===== src/hdl/assert_macros.svh =====
// Assertion helpers for the RTL.
// Both macros expect signals named clk and arst_n in the enclosing scope.
`ifndef ASSERT_MACROS_SVH
`define ASSERT_MACROS_SVH

// Same-cycle implication, checked outside reset.
`define ASSERT_IMP(lbl, ante, cons, msg) \
	lbl: assert property (@(posedge clk) disable iff (!arst_n) (ante) |-> (cons)) \
		else $error(msg);

// Next-cycle implication, checked outside reset.
`define ASSERT_NEXT(lbl, ante, cons, msg) \
	lbl: assert property (@(posedge clk) disable iff (!arst_n) (ante) |=> (cons)) \
		else $error(msg);

`endif


===== src/hdl/kerl_pkg.sv =====
package kerl_pkg;

	localparam int KEY_W   = 64;
	localparam int TICK_W  = 32;
	localparam int PADDR_W = 4;
	localparam int PDATA_W = 64;

	localparam logic [TICK_W-1:0] HOLDOFF_RESET = 32'd100;

	// register index, taken from paddr[3] (8-byte spacing)
	localparam logic REG_OWN_KEY = 1'b0;
	localparam logic REG_HOLDOFF = 1'b1;

	typedef struct packed {
		logic [KEY_W-1:0]  own_key;
		logic [TICK_W-1:0] holdoff_ticks;
	} cfg_t;

	typedef struct packed {
		logic [KEY_W-1:0]  key;
		logic [TICK_W-1:0] tick;
	} slot_t;

endpackage


===== src/hdl/kerl_regs.sv =====
module kerl_regs (
	input  logic                          clk,
	input  logic                          arst_n,
	input  logic                          psel,
	input  logic                          penable,
	input  logic                          pwrite,
	input  logic [kerl_pkg::PADDR_W-1:0]  paddr,
	input  logic [kerl_pkg::PDATA_W-1:0]  pwdata,
	output logic [kerl_pkg::PDATA_W-1:0]  prdata,
	output logic                          pready,
	output kerl_pkg::cfg_t                cfg
);
	import kerl_pkg::*;

	logic [KEY_W-1:0]  own_key_q;
	logic [TICK_W-1:0] holdoff_q;
	logic              wr_en;

	assign pready = 1'b1;
	assign wr_en  = psel && penable && pwrite;

	always_ff @(posedge clk or negedge arst_n) begin
		if (!arst_n) begin
			own_key_q <= '0;
			holdoff_q <= HOLDOFF_RESET;
		end else if (wr_en) begin
			unique case (paddr[3])
				REG_OWN_KEY: own_key_q <= pwdata;
				REG_HOLDOFF: holdoff_q <= pwdata[TICK_W-1:0];
				default: ;
			endcase
		end
	end

	always_comb begin
		unique case (paddr[3])
			REG_OWN_KEY: prdata = own_key_q;
			REG_HOLDOFF: prdata = {{(PDATA_W-TICK_W){1'b0}}, holdoff_q};
			default:     prdata = '0;
		endcase
	end

	assign cfg.own_key       = own_key_q;
	assign cfg.holdoff_ticks = holdoff_q;

endmodule


===== config.mk =====
export PLATFORM = sky130hd
export DESIGN_NAME = kerl_regs
export DESIGN_NICKNAME = d
export VERILOG_FILES = /design/src/hdl/assert_macros.svh /design/src/hdl/kerl_pkg.sv /design/src/hdl/kerl_regs.sv
export SDC_FILE = /design/constraint.sdc
export NUM_CORES = 1
export LEC_CHECK = 0
export BUFFER_PORTS_ARGS = -buffer_cell sky130_fd_sc_hd__buf_4
export CORE_MARGIN = 1
export CORE_UTILIZATION = 40
export CTS_BUF_LIST = sky130_fd_sc_hd__clkbuf_16
export DETAILED_ROUTE_END_ITERATION = 6
export PLACE_DENSITY_LB_ADDON = 0.25
export SYNTH_ARGS = -nofsm -noshare
export SYNTH_HDL_FRONTEND = slang
export SYNTH_SLANG_ARGS = --single-unit

===== constraint.sdc =====
create_clock -name clk -period 1 [get_ports clk]
set_clock_uncertainty 0.2 [all_clocks]
set_input_delay 0.1 -clock clk [delete_from_list [all_inputs] [get_ports clk]]
set_output_delay 0.1 -clock clk [all_outputs]
set_load 0.01 [all_outputs]

======== Word-level counts from Yosys, hierarchy flattened ========
Cells that the tools add are included.
word-level totals
  bits of input ports ..................... 73
  bits in registers ....................... 96
  logic and storage cells ................. 8
  output and inout port bits .............. 161
cells by class
  reductions and logical operators ........ 4
  bitwise operators ....................... 1
  mux-type cells .......................... 1
operator list
  operator             count
  $pmux W64 S2         1
  $reduce_and A2 Y1    2
  $logic_and A1 B1 Y1  2
  $not A1 Y1           1

======== Depth between registers and ports, before layout ========
  depth after elaboration ................. 3
  gate-level depth with buffers ........... 4
  gate-level depth less buffers ........... 2

======== Worst setup path before layout ========
No wires, ideal clock.
  path kind ............................... input to output
  start ................................... input port paddr[3] (netlist name)
  end ..................................... output port prdata[10] (netlist name)
  stages on the path ...................... 3
  data arrival time ....................... 0.862 ns
  buffers on the path ..................... 2
  path slack .............................. -0.162 ns
  cell sequence ........................... buf_2 -> buf_2 -> mux2_2
between the ends
  longest elaborated chain between the ends .. 2
ends and longest elaborated chain
  item                         line             text
  start, declared              kerl_regs.sv:7   input logic [kerl_pkg::PADDR_W-1:0] paddr,
  $not A1 Y1 (no source line)  --
  $pmux W64 S2 *               kerl_regs.sv:36  unique case (paddr[3])
  end, declared                kerl_regs.sv:9   output logic [kerl_pkg::PDATA_W-1:0] prdata,
Mark *: on every way between the ends. The rest lies on a longest branch, timed or not.

======== Final worst setup path ========
  start ................................... register own_key_q[15]
  end ..................................... output port prdata[15] (netlist name)
between the ends
  longest elaborated chain between the ends .. 1
ends and longest elaborated chain
  item                    line             text
  start, declared         kerl_regs.sv:15  logic [KEY_W-1:0] own_key_q;
  start signal, assigned  kerl_regs.sv:28  REG_OWN_KEY: own_key_q <= pwdata;
  $pmux W64 S2            kerl_regs.sv:36
Every way passes these cells.

==> run_results.csv <==
group,metric,value,unit
finish,final_nets,778,
power_and_ir_drop,p_seq_share,30.7,%
synthesis,synthAdderAreaFrac,0,%
worst_setup_path,r2r_end,"own_key_q[29]",
timing,hold_viol_final,44,
drt,drcViolationCount,0,
power_and_ir_drop,p_leak,4.97,nW
power_and_ir_drop,pwr-share-comb,51.8,%
synthesis,synth_top_family_by_area,"multiplexers",
finish,n_antenna_cell,0,
global_routing,grt_pass1_wl,24.4,mm
worst_setup_path,worstPathRequired,700,ps
clock_tree,cts_root_buffer,"clkbuf_16",
placement,gp_congestion,0.788,
min_path,min_to,"own_key_q[59]",
worst_setup_path,criticalPathCategory,"reg2out",
worst_setup_path,cp.arrival,1200,ps
synthesis,synth_simple_gate_area_share,5.13,%
power_and_ir_drop,power.density,1940,nW/um^2
timing,min_period_over_period,150,%
timing,period_needed,1500,ps
floorplan,core,10200,sq um
drt,wl_met1,7.54,mm
power_and_ir_drop,peakVddDrop,1350,uV
synthesis,syn_area_per_cell,15.1,sq um
placement,dp_hpwl,8.11,mm
worst_setup_path,crit_chain,"mux2_4 -> buf_6",
clock_tree,cts_buffers,9,
global_routing,antenna_found_initial,0,
synthesis,yosysWarnings,0,
floorplan,die_area,10900,sq um
drt,wl,21.1,mm
synthesis,synth_cell_types,11,
floorplan,core.rowCount,37,
worst_setup_path,cp_max_fo,3,
clock_tree,clockBufferDepth,2,
timing,report.final.slew_viol_count,0,
timing,timing.fmax,668,MHz
placement,pre_cts_slack,-446,ps
clock_tree,clock_latency,330,ps
run_status,violations,"negative hold slack, negative setup slack",
placement,port_buffers,229,
drt,maxUsedRoutingLayer,"met4",
job,cap_violations,0,
power_and_ir_drop,switching_share,30.9,%
synthesis,muxShareOfSynthArea,34.4,%
floorplan,start_util,41.0,%
global_routing,grt_use_total,29.5,%
clock_tree,htree_num_levels,3,
power_and_ir_drop,switchingPower,0.00578,W
worst_setup_path,crit_path_max_incr_delay,430,ps
synthesis,synth-seq-area-share,57.4,%
drt,antenna_left,0,
worst_setup_path,crit_path_start_kind,"flip-flop",
drt,vias_per_cell,5.26,
synthesis,netlist_instances,277,
synthesis,synthXorXnorAreaFrac,0,%
min_path,hold_depth,2,
worst_setup_path,end_kind,"output port",
floorplan,io_pins,234,
global_routing,globalRouteOverflowTotal,0,
run_status,outcome,"complete, but fails checks",
timing,rsz0062_at_grt,"yes",
global_routing,grt_max_degree,33,
global_routing,first_global_vias,4269,
synthesis,ys_seq_elements,96,
drt,wl_met3,1.51,mm
worst_setup_path,slowest_stage,"dfrtp_1",
floorplan,fp.dieH,104,microns
drt,wl_per_cell,25.0,microns
floorplan,die_w,104,microns
clock_tree,clkSlewWorstSetupHoldPaths,70,ps
worst_setup_path,r2r-start,"own_key_q[29]",
timing,layout_setup_ws,-497,ps
synthesis,synth_area,4200,sq um
clock_tree,clock-sinks,96,
worst_setup_path,reg2reg_setup_slack,-230,ps
drt,first_pass_iters,4,
clock_tree,cts_tree,"yes",
timing,hold_ws,-191,ps
finish,drive_gt1_share,78.7,%
finish,area_delta_synth_final,129,%
min_path,min_path_type,"in2reg",
drt,drt_iter0_markers,143,
min_path,worstHoldStart,"pwdata[59]",
power_and_ir_drop,intPower,0.0129,W
timing,finalSetupViolCount,252,
synthesis,synth_compound_area_share,0,%
synthesis,synthesis.nets,350,
power_and_ir_drop,clockPowerShare,17.5,%
drt,vias,4452,
drt,wl_met2,11.0,mm
worst_setup_path,reg2regPathDepth,3,
## synthesized netlist by cell type
cell type    n  area share, %
buf_6        6            1.6
mux2_2     128             34
dfstp_2      3            1.9
clkbuf_1     3           0.27
conb_1       1          0.089
nand4_1      1           0.15
buf_4        2           0.36
nor2b_1     32            4.8
nand4b_1     1           0.21
buf_2        7           0.83
dfrtp_1     93             55
## cell type report
cell class / count / area [sq um]
timing repair buffer: 435 / 4680
multi-input combinational: 163 / 2090
sequential: 96 / 2410
fill: 265 / 603
clock inverter: 7 / 47.5
clock buffer: 9 / 225
tap: 136 / 170
## power by group through the flow
stage	logic [W]	clock network, W	registers [W]
finish	0.00970	0.00327	0.00576
global placement	0.00529	0	0.00548
global route	0.0100	0.00342	0.00581
floorplan	0.00179	0	0.00578
detailed placement	0.00540	0	0.00555
CTS	0.00769	0.00317	0.00555
## kinds of logic (layout without fill, tap and decap cells)
family | after synthesis | in the layout
AND/OR/NAND/NOR | 34 | 34
other | 1 | 1
flip-flops | 96 | 96
multiplexers | 128 | 128
buffers and inverters | 18 | 451
## layout by cell type, fill, tap and decap left out
master	instances
dfrtp_1	92
dlygate4sd3_1	34
mux2_2	48
mux2_4	80
dfstp_2	3
clkinvlp_4	1
inv_6	1
clkbuf_16	10
clkinv_2	2
clkinv_1	1
nand4b_1	1
clkinv_4	2
buf_8	1
conb_1	1
dfrtp_2	1
dlymetal6s4s_1	8
buf_4	98
nor2b_2	2
nand4_1	1
buf_6	278
buf_16	5
nor2b_1	13
buf_12	10
nor2b_4	17
## per-layer routing
metal | GRT usage (%) | vias up
met1 | 33.1 | 2242
met4 | 10.2 | 0
met3 | 8.02 | 86
met5 | 0 | -
li1 | - | 1828
met2 | 53.3 | 296
## critical path: cells and delay by family (launching register included)
kind / cells / cell delay, ps
buf+inv: 1 / 120
flops: 1 / 430
mux: 1 / 310
## worst max path at each step
stage                   from       endpoint  slack (ps)  cells past startpoint
2_1_floorplan       paddr[3]   own_key_q[0]        -140                      4
3_3_place_gp            psel  own_key_q[33]        -440                      4
3_5_place_dp            psel  own_key_q[53]        -450                      4
4_1_cts        own_key_q[17]     prdata[17]        -440                      2
5_1_grt        own_key_q[41]     prdata[41]        -510                      2
6_report       own_key_q[15]     prdata[15]        -500                      2
## sequential cells by signal, summed over array words and instances (netlist names)
register	count
holdoff_q	32
own_key_q	64
## repair_timing
action,in CTS,in global routing
hold buffers,38,4
cloned,7,1
setup buffers,53,75
endpoints found under the hold margin,192,51
pin swaps,1,1
resized for setup,248,160
setup endpoints to repair,228,251
## metrics by stage
step,area [sq um],power (W),utilization [%],setup TNS [ps],instances
finish,9630,0.0187,94.1,-66870,846
global route,9630,0.0193,94.1,-71320,846
CTS,8680,0.0164,84.9,-55410,790
detailed placement,6580,0.0109,64.3,-55590,685
global placement,6580,0.0108,64.3,-54710,685
floorplan,4350,0.00757,-,-11770,277
(Power assumes the default switching activity.)
